**src/midi_event_key_learn_decoder_unit_macros.svh**
```systemverilog
// Assertion helpers for the decoder RTL.
`ifndef MIDI_EVENT_KEY_LEARN_DECODER_UNIT_MACROS_SVH
`define MIDI_EVENT_KEY_LEARN_DECODER_UNIT_MACROS_SVH

// Clocked check that is switched off while reset is asserted.
`define MEKLD_ASSERT(lbl, prop, msg) \
	lbl: assert property (@(posedge clk) disable iff (!arst_n) prop) else $error(msg);

// Clocked check that also holds during reset.
`define MEKLD_ASSERT_ALWAYS(lbl, prop, msg) \
	lbl: assert property (@(posedge clk) prop) else $error(msg);

`endif

```
**src/mekld_pkg.sv**
```systemverilog
package mekld_pkg;

	// Key slots and their roles.
	localparam int unsigned KEY_SLOTS = 4;
	localparam int unsigned SLOT_W    = $clog2(KEY_SLOTS);
	localparam logic [SLOT_W-1:0] SLOT_LEARN  = SLOT_W'(0);
	localparam logic [SLOT_W-1:0] SLOT_RUN    = SLOT_W'(1);
	localparam logic [SLOT_W-1:0] SLOT_FASTER = SLOT_W'(2);
	localparam logic [SLOT_W-1:0] SLOT_SLOWER = SLOT_W'(3);
	localparam logic [SLOT_W-1:0] SLOT_LAST   = SLOT_W'(KEY_SLOTS - 1);

	// Register indexes on the configuration port.
	localparam logic [2:0] REG_LEARN_KEY  = 3'd0;
	localparam logic [2:0] REG_RUN_KEY    = 3'd1;
	localparam logic [2:0] REG_FASTER_KEY = 3'd2;
	localparam logic [2:0] REG_SLOWER_KEY = 3'd3;
	localparam logic [2:0] REG_TEMPO      = 3'd4;

	// Status high nibbles.
	localparam logic [3:0] ST_NOTE_OFF = 4'h8;
	localparam logic [3:0] ST_NOTE_ON  = 4'h9;
	localparam logic [3:0] ST_CONTROL  = 4'hb;
	localparam logic [3:0] ST_PROGRAM  = 4'hc;
	localparam logic [3:0] ST_BEND     = 4'he;
	localparam logic [3:0] ST_SYSTEM   = 4'hf;

	// Message classes reported with each result item.
	localparam logic [2:0] CLS_UNKNOWN  = 3'd0;
	localparam logic [2:0] CLS_SYSTEM   = 3'd1;
	localparam logic [2:0] CLS_NOTE_ON  = 3'd2;
	localparam logic [2:0] CLS_NOTE_OFF = 3'd3;
	localparam logic [2:0] CLS_CONTROL  = 3'd4;
	localparam logic [2:0] CLS_PROGRAM  = 3'd5;
	localparam logic [2:0] CLS_BEND     = 3'd6;

	// Controller numbers that carry the bank select.
	localparam logic [6:0] CC_BANK_MSB = 7'h00;
	localparam logic [6:0] CC_BANK_LSB = 7'h20;

	// Tempo limits and reset value.
	localparam logic [15:0] TEMPO_RESET = 16'd120;
	localparam logic [15:0] TEMPO_MAX   = 16'hffff;
	localparam logic [15:0] TEMPO_MIN   = 16'h0000;

	// Pitch bend scaling: percent = (v*200 - 100*16383) / 16383.
	localparam logic [7:0]  BEND_SCALE   = 8'd200;
	localparam logic [21:0] BEND_OFFSET  = 22'd1638300;
	localparam logic [14:0] BEND_DIVISOR = 15'd16383;

endpackage

```
**src/midi_event_key_learn_decoder_unit.sv**
```systemverilog
// MIDI event decoder with learned control keys. Each input item is one complete MIDI
// event; each produces exactly one result item with its class, channel nibble, the
// learn/run/tempo state after the event, the pitch bend percentage and the committed
// bank and program. An item is registered on entry and its result is registered on
// exit, so a new item is taken every cycle (one item per cycle sustained) as long as
// the result side keeps up; a stalled result holds the input register, which then
// stalls the input. Configuration writes load the key map and tempo at once and are
// expected only while the block is idle.
`include "midi_event_key_learn_decoder_unit_macros.svh"

module midi_event_key_learn_decoder_unit
	import mekld_pkg::*;
(
	input  logic        clk,
	input  logic        arst_n,

	input  logic        psel,
	input  logic        penable,
	input  logic        pwrite,
	input  logic [4:0]  paddr,
	input  logic [31:0] pwdata,
	output logic [31:0] prdata,
	output logic        pready,

	input  logic        item_valid,
	output logic        item_stall,
	input  logic [7:0]  status_byte,
	input  logic [6:0]  first_data,
	input  logic [6:0]  second_data,
	input  logic        period_end,

	output logic        result_valid,
	input  logic        result_stall,
	output logic [2:0]  message_class,
	output logic [3:0]  channel_nibble,
	output logic        learning_now,
	output logic [1:0]  slot_now,
	output logic        running_now,
	output logic [15:0] tempo_now,
	output logic signed [7:0] bend_percent,
	output logic [13:0] bank_now,
	output logic [6:0]  program_now,
	output logic        patch_changed,
	output logic        keys_saved
);

	// Configuration registers and state.
	logic [6:0]        reg_key_q [KEY_SLOTS];
	logic [15:0]       reg_tempo_q;
	logic [6:0]        key_map_q [KEY_SLOTS];
	logic              learn_mode_q;
	logic [SLOT_W-1:0] learn_slot_q;
	logic              run_flag_q;
	logic [15:0]       tempo_bpm_q;
	logic [6:0]        bank_lsb_q;
	logic [13:0]       pending_bank_q;
	logic [6:0]        pending_program_q;
	logic [13:0]       current_bank_q;
	logic [6:0]        current_program_q;

	// Input register.
	logic        valid_s1;
	logic [7:0]  status_s1;
	logic [6:0]  first_s1;
	logic [6:0]  second_s1;
	logic        pend_s1;

	// Result register.
	logic              result_valid_q;
	logic [2:0]        message_class_q;
	logic [3:0]        channel_nibble_q;
	logic              learning_now_q;
	logic [SLOT_W-1:0] slot_now_q;
	logic              running_now_q;
	logic [15:0]       tempo_now_q;
	logic [7:0]        bend_percent_q;
	logic [13:0]       bank_now_q;
	logic [6:0]        program_now_q;
	logic              patch_changed_q;
	logic              keys_saved_q;

	logic       advance;
	logic       cfg_we;
	logic [2:0] cfg_idx;

	// Next-state values for the item in the input register.
	logic [2:0]        cls_nx;
	logic [6:0]        key_map_nx [KEY_SLOTS];
	logic              learn_mode_nx;
	logic [SLOT_W-1:0] learn_slot_nx;
	logic              run_flag_nx;
	logic [15:0]       tempo_nx;
	logic [6:0]        bank_lsb_nx;
	logic [13:0]       pend_bank_ev;
	logic [6:0]        pend_prog_ev;
	logic [13:0]       pending_bank_nx;
	logic [6:0]        pending_program_nx;
	logic [13:0]       current_bank_nx;
	logic [6:0]        current_program_nx;
	logic              changed_nx;
	logic              saved_nx;
	logic [7:0]        bend_nx;

	// Bend arithmetic.
	logic [13:0] bend_v;
	logic [21:0] bend_scaled;
	logic        bend_neg;
	logic [20:0] bend_mag;
	logic [6:0]  bend_q0;
	logic [14:0] bend_rem;
	logic [6:0]  bend_quot;

	// Handshake: the input register moves on whenever the result register is free or drained.
	assign advance    = valid_s1 && (!result_valid_q || !result_stall);
	assign item_stall = valid_s1 && !advance;

	// Configuration port.
	assign pready  = 1'b1;
	assign cfg_idx = paddr[4:2];
	assign cfg_we  = psel && penable && pwrite && pready;

	always_comb begin
		prdata = 32'd0;
		unique case (cfg_idx)
			REG_LEARN_KEY:  prdata = {25'd0, reg_key_q[SLOT_LEARN]};
			REG_RUN_KEY:    prdata = {25'd0, reg_key_q[SLOT_RUN]};
			REG_FASTER_KEY: prdata = {25'd0, reg_key_q[SLOT_FASTER]};
			REG_SLOWER_KEY: prdata = {25'd0, reg_key_q[SLOT_SLOWER]};
			REG_TEMPO:      prdata = {16'd0, reg_tempo_q};
			default:        prdata = 32'd0;
		endcase
	end

	// Pitch bend as a percentage; the divide by 16383 uses 16383 = 2^14 - 1.
	always_comb begin
		bend_v      = {second_s1, first_s1};
		bend_scaled = 22'(bend_v) * 22'(BEND_SCALE);
		bend_neg    = bend_scaled < BEND_OFFSET;
		bend_mag    = bend_neg ? 21'(BEND_OFFSET - bend_scaled)
		                       : 21'(bend_scaled - BEND_OFFSET);
		bend_q0     = bend_mag[20:14];
		bend_rem    = {1'b0, bend_mag[13:0]} + {8'd0, bend_q0};
		bend_quot   = bend_q0 + {6'd0, bend_rem >= BEND_DIVISOR};
	end

	// Event decode and state update.
	always_comb begin
		cls_nx        = CLS_UNKNOWN;
		key_map_nx    = key_map_q;
		learn_mode_nx = learn_mode_q;
		learn_slot_nx = learn_slot_q;
		run_flag_nx   = run_flag_q;
		tempo_nx      = tempo_bpm_q;
		bank_lsb_nx   = bank_lsb_q;
		pend_bank_ev  = pending_bank_q;
		pend_prog_ev  = pending_program_q;
		saved_nx      = 1'b0;
		bend_nx       = 8'd0;

		unique case (status_s1[7:4])
			ST_SYSTEM:  cls_nx = CLS_SYSTEM;
			ST_NOTE_ON: cls_nx = CLS_NOTE_ON;
			ST_NOTE_OFF: begin
				cls_nx = CLS_NOTE_OFF;
				if (learn_mode_q) begin
					if (first_s1 == key_map_q[SLOT_LEARN]) begin
						if (learn_slot_q == SLOT_LAST) begin
							learn_slot_nx = SLOT_LEARN;
							learn_mode_nx = 1'b0;
							saved_nx      = 1'b1;
						end else begin
							learn_slot_nx = learn_slot_q + SLOT_W'(1);
						end
					end else begin
						key_map_nx[learn_slot_q] = first_s1;
					end
				end else if (first_s1 == key_map_q[SLOT_LEARN]) begin
					learn_mode_nx = 1'b1;
				end else if (first_s1 == key_map_q[SLOT_RUN]) begin
					run_flag_nx = !run_flag_q;
				end else if (first_s1 == key_map_q[SLOT_FASTER]) begin
					if (tempo_bpm_q != TEMPO_MAX) tempo_nx = tempo_bpm_q + 16'd1;
				end else if (first_s1 == key_map_q[SLOT_SLOWER]) begin
					if (tempo_bpm_q != TEMPO_MIN) tempo_nx = tempo_bpm_q - 16'd1;
				end
			end
			ST_CONTROL: begin
				cls_nx = CLS_CONTROL;
				if (first_s1 == CC_BANK_MSB) begin
					pend_bank_ev = {second_s1, bank_lsb_q};
				end else if (first_s1 == CC_BANK_LSB) begin
					bank_lsb_nx = second_s1;
				end
			end
			ST_PROGRAM: begin
				cls_nx       = CLS_PROGRAM;
				pend_prog_ev = first_s1;
			end
			ST_BEND: begin
				cls_nx  = CLS_BEND;
				bend_nx = bend_neg ? 8'(-{1'b0, bend_quot}) : {1'b0, bend_quot};
			end
			default: cls_nx = CLS_UNKNOWN;
		endcase

		// Period end commits the pending patch when it differs.
		current_bank_nx    = current_bank_q;
		current_program_nx = current_program_q;
		changed_nx         = 1'b0;
		pending_bank_nx    = pend_bank_ev;
		pending_program_nx = pend_prog_ev;
		if (pend_s1) begin
			if (pend_bank_ev != current_bank_q || pend_prog_ev != current_program_q) begin
				current_bank_nx    = pend_bank_ev;
				current_program_nx = pend_prog_ev;
				changed_nx         = 1'b1;
			end
			pending_bank_nx    = current_bank_nx;
			pending_program_nx = current_program_nx;
		end
	end

	// Input register.
	always_ff @(posedge clk or negedge arst_n) begin
		if (!arst_n) begin
			valid_s1 <= 1'b0;
		end else if (item_valid && !item_stall) begin
			valid_s1 <= 1'b1;
		end else if (advance) begin
			valid_s1 <= 1'b0;
		end
	end

	always_ff @(posedge clk) begin
		if (item_valid && !item_stall) begin
			status_s1 <= status_byte;
			first_s1  <= first_data;
			second_s1 <= second_data;
			pend_s1   <= period_end;
		end
	end

	// State and configuration registers; the user must write a register only while idle, the block does not enforce it.
	always_ff @(posedge clk or negedge arst_n) begin
		if (!arst_n) begin
			for (int i = 0; i < KEY_SLOTS; i++) begin
				reg_key_q[i] <= 7'd0;
				key_map_q[i] <= 7'd0;
			end
			reg_tempo_q       <= TEMPO_RESET;
			tempo_bpm_q       <= TEMPO_RESET;
			learn_mode_q      <= 1'b0;
			learn_slot_q      <= SLOT_LEARN;
			run_flag_q        <= 1'b0;
			bank_lsb_q        <= 7'd0;
			pending_bank_q    <= 14'd0;
			pending_program_q <= 7'd0;
			current_bank_q    <= 14'd0;
			current_program_q <= 7'd0;
		end else begin
			if (cfg_we) begin
				unique case (cfg_idx) inside
					REG_LEARN_KEY, REG_RUN_KEY, REG_FASTER_KEY, REG_SLOWER_KEY: begin
						reg_key_q[cfg_idx[SLOT_W-1:0]] <= pwdata[6:0];
						key_map_q[cfg_idx[SLOT_W-1:0]] <= pwdata[6:0];
					end
					REG_TEMPO: begin
						reg_tempo_q <= pwdata[15:0];
						tempo_bpm_q <= pwdata[15:0];
					end
					default: ;
				endcase
			end else if (advance) begin
				key_map_q         <= key_map_nx;
				learn_mode_q      <= learn_mode_nx;
				learn_slot_q      <= learn_slot_nx;
				run_flag_q        <= run_flag_nx;
				tempo_bpm_q       <= tempo_nx;
				bank_lsb_q        <= bank_lsb_nx;
				pending_bank_q    <= pending_bank_nx;
				pending_program_q <= pending_program_nx;
				current_bank_q    <= current_bank_nx;
				current_program_q <= current_program_nx;
			end
		end
	end

	// Result register.
	always_ff @(posedge clk or negedge arst_n) begin
		if (!arst_n) begin
			result_valid_q <= 1'b0;
		end else if (advance) begin
			result_valid_q <= 1'b1;
		end else if (!result_stall) begin
			result_valid_q <= 1'b0;
		end
	end

	always_ff @(posedge clk) begin
		if (advance) begin
			message_class_q  <= cls_nx;
			channel_nibble_q <= status_s1[3:0];
			learning_now_q   <= learn_mode_nx;
			slot_now_q       <= learn_slot_nx;
			running_now_q    <= run_flag_nx;
			tempo_now_q      <= tempo_nx;
			bend_percent_q   <= bend_nx;
			bank_now_q       <= current_bank_nx;
			program_now_q    <= current_program_nx;
			patch_changed_q  <= changed_nx;
			keys_saved_q     <= saved_nx;
		end
	end

	assign result_valid   = result_valid_q;
	assign message_class  = message_class_q;
	assign channel_nibble = channel_nibble_q;
	assign learning_now   = learning_now_q;
	assign slot_now       = slot_now_q;
	assign running_now    = running_now_q;
	assign tempo_now      = tempo_now_q;
	assign bend_percent   = bend_percent_q;
	assign bank_now       = bank_now_q;
	assign program_now    = program_now_q;
	assign patch_changed  = patch_changed_q;
	assign keys_saved     = keys_saved_q;

	// A slot other than the learn slot is only ever selected during learn mode.
	`MEKLD_ASSERT(a_slot_needs_learn, (learn_slot_q != SLOT_LEARN) |-> learn_mode_q, "learn slot set outside learn mode")
	// Completing the key map leaves learn mode at the first slot.
	`MEKLD_ASSERT(a_saved_exits_learn, (result_valid_q && keys_saved_q) |-> (!learning_now_q && slot_now_q == SLOT_LEARN), "save pulse without leaving learn mode")
	// Only a bend event carries a nonzero percentage.
	`MEKLD_ASSERT(a_bend_only_on_bend, (result_valid_q && bend_percent_q != 8'd0) |-> (message_class_q == CLS_BEND), "bend percent on a non-bend item")
	// An item that leaves the input register shows up as a result in the next cycle.
	`MEKLD_ASSERT(a_advance_gives_result, advance |=> result_valid_q, "advanced item lost")
	// The input stalls only while an item sits in the input register.
	`MEKLD_ASSERT_ALWAYS(a_stall_needs_item, item_stall |-> valid_s1, "input stalled while empty")

endmodule
```
**config.mk**
```make
export PLATFORM = sky130hd
export DESIGN_NAME = midi_event_key_learn_decoder_unit
export DESIGN_NICKNAME = d
export VERILOG_FILES = /design/src/mekld_pkg.sv /design/src/midi_event_key_learn_decoder_unit.sv
export VERILOG_INCLUDE_DIRS = /design/src /design/src/src
export SDC_FILE = /design/constraint.sdc
export NUM_CORES = 1
export LEC_CHECK = 0
export ABC_AREA = 1
export ABC_CLOCK_PERIOD_IN_PS = 10400
export BUFFER_PORTS_ARGS = -buffer_cell sky130_fd_sc_hd__buf_4
export CORE_UTILIZATION = 40
export CTS_CLUSTER_DIAMETER = 30
export DETAILED_ROUTE_END_ITERATION = 6
export GPL_ROUTABILITY_DRIVEN = 0
export HOLD_SLACK_MARGIN = 0.15
export PLACE_DENSITY = 0.55
export SYNTH_ARGS = -nofsm -noshare
export SYNTH_HDL_FRONTEND = slang
export SYNTH_SLANG_ARGS = --single-unit
```
**constraint.sdc**
```tcl
create_clock -name clk -period 10.4 [get_ports clk]
set_input_delay 1.56 -clock clk [delete_from_list [all_inputs] [get_ports clk]]
set_output_delay 1.56 -clock clk [all_outputs]
set_load 0.02 [all_outputs]
```
==> results.json <==
{
  "dpl.cell_count": 2168,
  "synth_seq_cells": 224,
  "path_class": "reg2reg",
  "yosysTopAreaCellShare_pct": 24.56,
  "grt_first_pass_wirelength_um": 55440,
  "std_cell_rows": 67,
  "dieArea_sq_um": 35130,
  "path_clk_slew_ns": 0.04,
  "fin_cells": 2267,
  "synthTopCellsByCount": "nand2_1, inv_1, o21ai_0",
  "antenna_found_initial": 0,
  "die_y_um": 187.4,
  "async_flop_share_pct": 63.84,
  "synth_edf_count": 81,
  "p_leak_nw": 8.099,
  "grt_pass1_vias": 10740,
  "hold_viol": 0,
  "grtUsageTotal_pct": 19.73,
  "cts_tree": "yes",
  "cts_sinks": 224,
  "p_per_area_nw_per_um2": 288.1,
  "die_width_um": 187.4,
  "nets": 1918,
  "synthMostInstantiatedCell": "nand2_1",
  "setup_viol": 0,
  "avgSynthCellArea_sq_um": 8.422,
  "io_pins": 160,
  "grtUsageMet1_pct": 27.27,
  "worstHoldStart": "status_s1[0]",
  "hp-class": "reg2reg",
  "viasPerCell": 4.915,
  "path_max_fanout": 22,
  "start_kind": "register",
  "p_sw_mw": 1.828,
  "synth_area_sq_um": 13750,
  "ctsHtreeMaxLevel": 2,
  "p_comb_share_pct": 37.7,
  "worst_hold_path.endpoint": "channel_nibble[0]",
  "slowest_stage": "edfxtp_1",
  "area_delta_synth_final_pct": 22.94,
  "yosysTopAreaCell": "dfrtp_1",
  "p_clk_share_pct": 34.8,
  "crit_required_ns": 10.72,
  "post_cts_resized": 0,
  "ir_drop_v": 0.0001580,
  "timing.rr.end": "bend_percent[6]",
  "cp.arrival_ns": 7.56,
  "antenna_left": 0,
  "vias": 11140,
  "dr.pass1.iters": 5,
  "layout_min_cycle_time_ns": 7.242,
  "endpoint_kind": "register",
  "status": "completed",
  "clock_path_buffers": 3,
  "finalClockSkew_ns": 0.01914,
  "drive_gt1_share_pct": 16.93,
  "swShare_pct": 37.54,
  "postRouteWirelength_um": 34030,
  "drv_cap": 0,
  "whs_path_depth": 0,
  "wire_per_inst_um": 15.01,
  "clkLatencyLatePin_ns": 0.57,
  "cpMostUsedCell": "nand2_1",
  "synthFlopType": "dfrtp_1",
  "core_area_sq_um": 33700,
  "synth_cells": 1633,
  "post-route-period-util_pct": 69.64,
  "grt_util_met2_pct": 30.65,
  "route.detailed.drc": 0,
  "clock-root-buffer": "clkbuf_16",
  "dp_hpwl_um": 24050,
  "gr-total-overflow": 0,
  "slowest_delay_ns": 0.78,
  "io_buffers": 124,
  "internal_power_mw": 3.042,
  "ff2ff_path_depth": 40,
  "p_seq_share_pct": 27.4,
  "antennaDiodeCount": 0,
  "hold_buffers": 0,
  "synth_warnings": 0,
  "numCtsBuffers": 53,
  "synth.area.top_cells": "dfrtp_1, edfxtp_1, nand2_1, o21ai_0, inv_1",
  "drtIter0Drc": 570,
  "worst_pin_slew_ns": 1.112,
  "relSlewSlack_pct": 25.75,
  "r2r_start": "first_s1[0]",
  "seq_area_frac_synth_pct": 43.78,
  "met3_usage_pct": 3.940,
  "grt_start_max_net_pins": 93,
  "initial_core_util_pct": 40.81,
  "busiest_layer": "met2",
  "rsz0062_at_grt": "no",
  "drv_slew": 0,
  "p_total_mw": 4.871,
  "post-cts-setup-buffers": 0,
  "synth.distinct_cells": 60,
  "setup_tns_ns": 0,
  "reg2reg_slack_ns": 3.16,
  "max_freq_mhz": 138.1
}
==> placed cells by master (no fill, tap or decap), types with 16 or more instances in the layout <==
master | netlist | routed
a31oi_1 | 17 | 17
o21ai_0 | 169 | 169
buf_4 | 19 | 135
o22ai_1 | 23 | 23
xor2_1 | 43 | 43
edfxtp_1 | 81 | 81
mux2i_1 | 18 | 18
ha_1 | 67 | 67
nand4_1 | 16 | 16
dfrtp_1 | 135 | 135
clkbuf_16 | 0 | 55
a21oi_1 | 51 | 50
nand2_2 | 16 | 16
inv_1 | 224 | 224
nand3_1 | 71 | 71
nor2_1 | 123 | 123
nand2_1 | 349 | 349
conb_1 | 2 | 17
xnor2_1 | 17 | 17
==> logic make-up (layout without fill, tap and decap cells) <==
group,Yosys count,count (layout),share of synthesized area (%)
DFF,224,224,43.78
AOI/OAI and AO/OA,304,304,12.49
adders and majority gates,76,76,7.405
muxes,33,33,2.538
buffers and inverters,297,468,9.025
and+or+nand+nor,631,631,20.10
xor gates and xnor gates,66,66,4.612
other,2,17,0.05461
==> sequential cells by signal (all words and copies together), names as in the netlist, 8 cells and up <==
name / count
tempo_bpm_q: 16
bend_percent: 8
bank_now: 14
key_map_q: 28
pending_bank_q: 14
current_bank_q: 14
status_s1: 8
reg_key_q: 28
reg_tempo_q: 16
tempo_now: 16
==> layout make-up <==
| cell class | count | area, sq um |
|---|---|---|
| fill | 3238 | 16790 |
| multi-input combinational | 1127 | 6559 |
| sequential | 224 | 6021 |
| clock buffer | 71 | 1536 |
| timing repair buffer | 136 | 1025 |
| inverter | 233 | 877.1 |
| tap | 448 | 560.5 |
| clock inverter | 28 | 329.1 |
==> per-layer routing <==
metal	wire length, um	vias up
met4	805	0
met3	1529	46
met5	0	-
met1	16510	5209
li1	-	5669
met2	15190	218
==> worst max-delay path, delay by kind of cell, from the launching register on <==
| kind | cells | cell delay, ns |
|---|---|---|
| AO/OA/AOI/OAI | 3 | 0.49 |
| adder cells (fa/ha/maj) | 8 | 2.21 |
| buffers and inverters | 6 | 0.93 |
| flip-flops | 1 | 0.78 |
| AND/OR/NAND/NOR | 23 | 2.54 |
==> worst max path at each step <==
stage / from / to / cells past startpoint
floorplan: first_s1[4] / bend_percent[6] / 44
global placement: first_s1[0] / bend_percent[6] / 40
detailed placement: first_s1[0] / bend_percent[6] / 40
CTS: first_s1[0] / bend_percent[6] / 40
global route: first_s1[0] / bend_percent[6] / 40
finish: first_s1[0] / bend_percent[6] / 40
==> power groups by stage <==
| stage | Clock [mW] | Combinational (mW) | Sequential (mW) |
|---|---|---|---|
| finish | 1.70 | 1.84 | 1.34 |
| global route | 1.78 | 2.11 | 1.37 |
| CTS | 1.73 | 1.85 | 1.34 |
| floorplan | 0 | 1.39 | 1.38 |
| detailed placement | 0 | 1.84 | 1.35 |
| global placement | 0 | 1.82 | 1.34 |
==> through the flow <==
stage | setup WS (ns) | util (%) | cell area [sq um] | hold slack (ns)
finish | 3.158 | 50.17 | 16910 | 0.4163
global route | 2.367 | 50.17 | 16910 | 0.4149
CTS | 3.106 | 50.17 | 16910 | 0.4142
detailed placement | 3.088 | 44.64 | 15040 | 0.4127
global placement | 3.187 | 44.64 | 15040 | 0.4027
floorplan | 4.217 | - | 13810 | 0.4003
Note: power is estimated with default switching activity, not from simulation.
